**config.mk**
```make
export PLATFORM = sky130hd
export DESIGN_NAME = hppt_ctrl
export DESIGN_NICKNAME = d
export VERILOG_FILES = /design/src/hdl/hppt_pkg.sv /design/src/hdl/hppt_ctrl.sv
export SDC_FILE = /design/constraint.sdc
export NUM_CORES = 1
export LEC_CHECK = 0
export BUFFER_PORTS_ARGS = -buffer_cell sky130_fd_sc_hd__buf_2
export CORE_AREA = 2 2 39 41
export CTS_BUF_LIST = sky130_fd_sc_hd__clkbuf_4 sky130_fd_sc_hd__clkbuf_8
export DETAILED_ROUTE_END_ITERATION = 8
export DIE_AREA = 0 0 41 43
export GPL_ROUTABILITY_DRIVEN = 1
export GPL_TIMING_DRIVEN = 1
export MAX_ROUTING_LAYER = met4
export PLACE_DENSITY = 0.44
export SYNTH_ARGS = -nofsm -noshare
export SYNTH_HDL_FRONTEND = slang
export SYNTH_SLANG_ARGS = --single-unit
```
**constraint.sdc**
```tcl
create_clock -name clk_i -period 1.4 [get_ports clk_i]
set_input_delay 0.28 -clock clk_i [delete_from_list [all_inputs] [get_ports clk_i]]
set_output_delay 0.28 -clock clk_i [all_outputs]
set_load 0.02 [all_outputs]
```
**src/hdl/hppt_pkg.sv**
```systemverilog
package hppt_pkg;

  // Table geometry
  localparam int unsigned NumPages  = 16;
  localparam int unsigned PageWords = 16;
  localparam int unsigned PageIdxW  = $clog2(NumPages);
  localparam int unsigned OffW      = $clog2(PageWords);
  localparam int unsigned AddrW     = PageIdxW + OffW;
  localparam int unsigned NumWords  = NumPages * PageWords;
  localparam int unsigned CntW      = $clog2(NumPages + 1);

  // Field widths
  localparam int unsigned ReqW    = 3;
  localparam int unsigned PidW    = 32;
  localparam int unsigned VaddrW  = 10;
  localparam int unsigned DataW   = 32;
  localparam int unsigned BucketW = 4;

  typedef enum logic [ReqW-1:0] {
    REQ_INSERT = 3'd0,
    REQ_SEARCH = 3'd1,
    REQ_WRITE  = 3'd2,
    REQ_READ   = 3'd3,
    REQ_DELETE = 3'd4
  } req_e;

  // Controller -> datapath commands
  typedef struct packed {
    logic capture;
    logic lookup;
    logic access;
    logic load_out;
  } hppt_cmd_t;

  // Datapath -> controller status
  typedef struct packed {
    logic out_free;
  } hppt_sts_t;

endpackage

```
**src/hdl/hppt_ctrl.sv**
```systemverilog
module hppt_ctrl (
  input  logic               clk_i,
  input  logic               rst_ni,
  input  logic               in_valid_i,
  output logic               in_ready_o,
  output hppt_pkg::hppt_cmd_t cmd_o,
  input  hppt_pkg::hppt_sts_t sts_i
);
  import hppt_pkg::*;

  typedef enum logic [3:0] {
    S_IDLE = 4'b0001,
    S_LOOK = 4'b0010,
    S_ACC  = 4'b0100,
    S_DONE = 4'b1000
  } state_e;

  state_e state_q, state_d;

  always_comb begin
    state_d = state_q;
    cmd_o   = '0;
    unique case (state_q)
      S_IDLE: begin
        cmd_o.capture = in_valid_i;
        if (in_valid_i) state_d = S_LOOK;
      end
      S_LOOK: begin
        cmd_o.lookup = 1'b1;
        state_d      = S_ACC;
      end
      S_ACC: begin
        cmd_o.access = 1'b1;
        state_d      = S_DONE;
      end
      S_DONE: begin
        // hold until the output register can take the result
        if (sts_i.out_free) begin
          cmd_o.load_out = 1'b1;
          state_d        = S_IDLE;
        end
      end
      default: state_d = S_IDLE;
    endcase
  end

  assign in_ready_o = (state_q == S_IDLE);

  always_ff @(posedge clk_i or negedge rst_ni) begin
    if (!rst_ni) begin
      state_q <= S_IDLE;
    end else begin
      state_q <= state_d;
    end
  end

endmodule

```
Yosys cells after proc, flatten, opt, wreduce, memory -nomap -nowiden:

Cells that the tools add are included.

* word-level logic and storage cells: 16
* input port bits: 4
* register bits after elaboration: 4

* mux-type cells: 8
* eq/ne operators: 6
* reductions and logical operators: 1

Operator list (number)
* 4-bit case mux with 4 select lines: 1
* 4-bit two-way mux: 2
* 1-bit two-way mux: 5
* 4-bit by 1-bit equality test with 1-bit output, second input constant: 1
* 4-bit by 2-bit equality test with 1-bit output, second input constant: 1
* 4-bit by 3-bit equality test with 1-bit output, second input constant: 1
* 4-bit equality test, second input constant: 1
* 2-bit inequality test, second input constant: 2
* 2-bit AND reduction: 1

Depth between registers and ports, before layout:

* depth in word-level cells: 3
* gate-level depth with buffers: 3
* gate-level depth less buffers: 3

Worst setup path after synthesis:

Ideal clock, no wire load.

* kind: flip-flop to output port
* start point: reg state_q[0]
* end point: out cmd_o[3] in the netlist's numbering
* arrival time: 1.356 ns
* cell stages (with the launch flop): 3
* slack: -0.236 ns
* required time: 1.120 ns
* cells stage by stage: dfstp_2 -> nor4b_2 -> and2_1

RTL lines
* start, declared: RTL line hppt_ctrl.sv:18 `state_e state_q, state_d;`
* start signal, assigned: RTL line hppt_ctrl.sv:53 `state_q <= state_d;`
* end, declared: RTL line hppt_ctrl.sv:6 `output hppt_pkg::hppt_cmd_t cmd_o,`

==> summary.md <==
| Metric | Value |
|---|---|
| Outcome | `finished with violations` |
| Failing checks | `negative setup slack` |
| Die area | `1760 um^2` |
| Max FFs per register | `4` |
| Final hold vios | `0` |
| Post-Route WL | `591 um` |
| Antenna violations before repair | `0` |
| Clock root buffer | `clkbuf_4` |
| Worst Hold Margin | `0.299 ns` |
| DRC marker count from the first detailed-route iteration | `4` |
| Leakage Power | `0.000206 uW` |
| Final Cycle Share | `1.11` |
| Max Cap Violations | `0` |
| Register area share after synthesis | `0.409` |
| Post-synth top area share | `0.303` |
| Avg Cell Area, Syn | `11.8 um^2` |
| Vias in the first global route | `240` |
| Yosys warns | `0` |
| Most frequent cells in the layout | `5 x buf_2, 4 x clkbuf_4, 4 x buf_6, 4 x buf_4` |
| Post-Synthesis Cells | `21` |
| Post-Synth XOR/XNOR Area | `0` |
| Dpl hpwl | `402 um` |
| Largest net degree at the start of global routing | `7` |
| First-pass GRT wire length | `966 um` |
| Input/output buffers | `8` |
| Row Count | `14` |
| Slowest cell on the critical path | `dfrtp_2` |
| Routed Antenna Nets | `0` |
| Area grow syn2layout | `75.3%` |
| Core Box Area | `1380 um^2` |
| Worst vdd ir | `0.000535 V` |
| Fmax | `642 MHz` |
| Design Area, Final | `434 um^2` |
| Post-synthesis mux area share | `0` |
| Setup TNS | `-0.526 ns` |
| Top cell type by total area after synthesis | `dfrtp_1` |
| Slew margin rel. | `0.844` |
| Tmin final | `1.56 ns` |
| Antenna diode count | `0` |
| Slowest stage delay, CP | `0.45 ns` |
| Power per cell area | `1970 nW/um^2` |
| IO Pins | `9` |
| Cts bufs inserted | `3` |
| Layout cells sized above 1 | `0.763` |
| Longest Clk Path Bufs | `2` |
| Compound-Gate Fraction of Synth Area | `0.162` |
| Drt first pass iters | `2` |
| Worst setup SP type | `flip-flop` |
| Placer Congestion | `0.669` |
| CTS tree | `done` |
| Cell Chain, Critical Path | `nor4b_4, and2_4, buf_6` |
| Worst Setup End Kind | `output pin` |
| All-layer global routing usage | `0.0877` |
| Critical path buffer and inverter count | `1` |
| Average routed wire per standard cell | `10.9 um` |
| Number of library cell types mapped by synthesis | `16` |
| Skew-Pair Late Insertion Delay | `0.24 ns` |
| Via density | `4.19` |
| Clock Skew | `0.00945 ns` |
| # nets final | `43` |
| Biggest regs | `state_q x4` |
| Via count | `226` |
| Min-delay worst type | `input pin to flip-flop` |
| Crit-path leading delay family | `simple AND/OR/NAND/NOR gates` |
| Req. time, crit path | `1.12 ns` |
| Biggest register | `state_q` |
| Leading cell type in the layout, fill and taps excluded | `buf_2` |
| Number of fill cells | `148` |
| Arr. time, crit path | `1.28 ns` |
| RSZ-0062 raised after global routing | `true` |
| Die width | `41 um` |
| Setup CP Type | `flip-flop to output pin` |
| Placement Cell Area | `334 um^2` |
| Net Count, Synth | `25` |
| Simple-Gate Fraction of Synth Area | `0.399` |
| R2R depth | `4` |
| Largest family of logic cells by synthesized area | `simple AND/OR/NAND/NOR gates` |
| Final slew viol count | `0` |
| Setup ws final | `-0.157 ns` |
| CTS clk-pin slew, worst paths | `0.05 ns` |
| H-tree Lvls | `1` |
| Top cells by area, synth | `dfrtp_1 30%, dfstp_2 11%, and2_1 7.6%` |
| Die Ht | `43 um` |
| Post-Synth Adder-Cell Area | `0` |
| Post-Syn Area | `248 um^2` |
| Congestion Overflow GR | `0` |
| Crit. path cell count | `3` |
| Initial Util | `0.179` |
| Sink Count | `4` |
| # setup viols final | `5` |
| Crit path max fanout | `6` |
| Post-Layout Cell Count | `54` |
| Register bit total from synthesis | `4` |
| WHS Path Cells | `2` |
| Slew @ Worst Pin | `0.233 ns` |
| # DRC | `0` |
| Post-Place Cells | `47` |
| Total power | `853 uW` |
[what timing repair did]
action                     4_1_cts  5_1_grt
buffers inserted                 2        0
setup endpoints to repair        5        5
hold endpoints to repair         3        0
hold buffers                     1        0
gates resized for setup         10        4
pin swaps                        3        1
[cell type report]
cell class	count	area, um^2	area share
Multi-Input combinational cell	16	170	0.392
Timing Repair Buffer	14	110	0.254
Sequential cell	4	104	0.239
Clock buffer	4	30.0	0.0692
Tap cell	16	20.0	0.0461
[metal layers]
metal | track usage | share of wire
met4 | 0.0800 | 0
met3 | 0.0157 | 0.059
met5 | - | 0
met1 | 0.0844 | 0.32
met2 | 0.138 | 0.62
[logic make-up after synthesis]
kind of cell,Yosys count
DFF,4
AOI/OAI and AO/OA,4
buffers and inverters,1
and+or+nand+nor,12
[per-stage QoR]
stage                     setup WS (ns)   util
after global placement           0.0318  0.241
after floorplan                 -0.0354      -
after detailed placement        0.00496  0.241
after global routing             -0.235  0.314
after CTS                        -0.178  0.302
final                            -0.157  0.314
[path summary, 6_finish.rpt]
path                       slack [ns]    endpoint       start
setup reg to reg                 0.24  state_q[0]  state_q[0]
max in group asynchronous        0.82  state_q[0]      rst_ni
min in group asynchronous        0.37  state_q[3]      rst_ni
setup / recovery                -0.16    cmd_o[3]  state_q[2]
hold reg to reg                  0.65  state_q[2]  state_q[3]
hold / removal                   0.30  state_q[1]  in_valid_i
[synth_stat cells, drive strengths merged]
| cell | instances |
|---|---|
| a2bb2oi | 1 |
| and2 | 3 |
| and3b | 1 |
| and4b | 1 |
| buf | 1 |
| dfrtp | 3 |
| dfstp | 1 |
| nor2 | 1 |
| nor2b | 2 |
| nor3b | 3 |
| nor4b | 1 |
| o21a | 1 |
| o21ai | 1 |
| o31ai | 1 |
[power breakdown]
group	internal (uW)	switching, uW	total [uW]
Combinational	258	195	453
Sequential	165	54.2	219
Clock	127	54.5	181
Note: power is estimated with default switching activity, not from simulation.
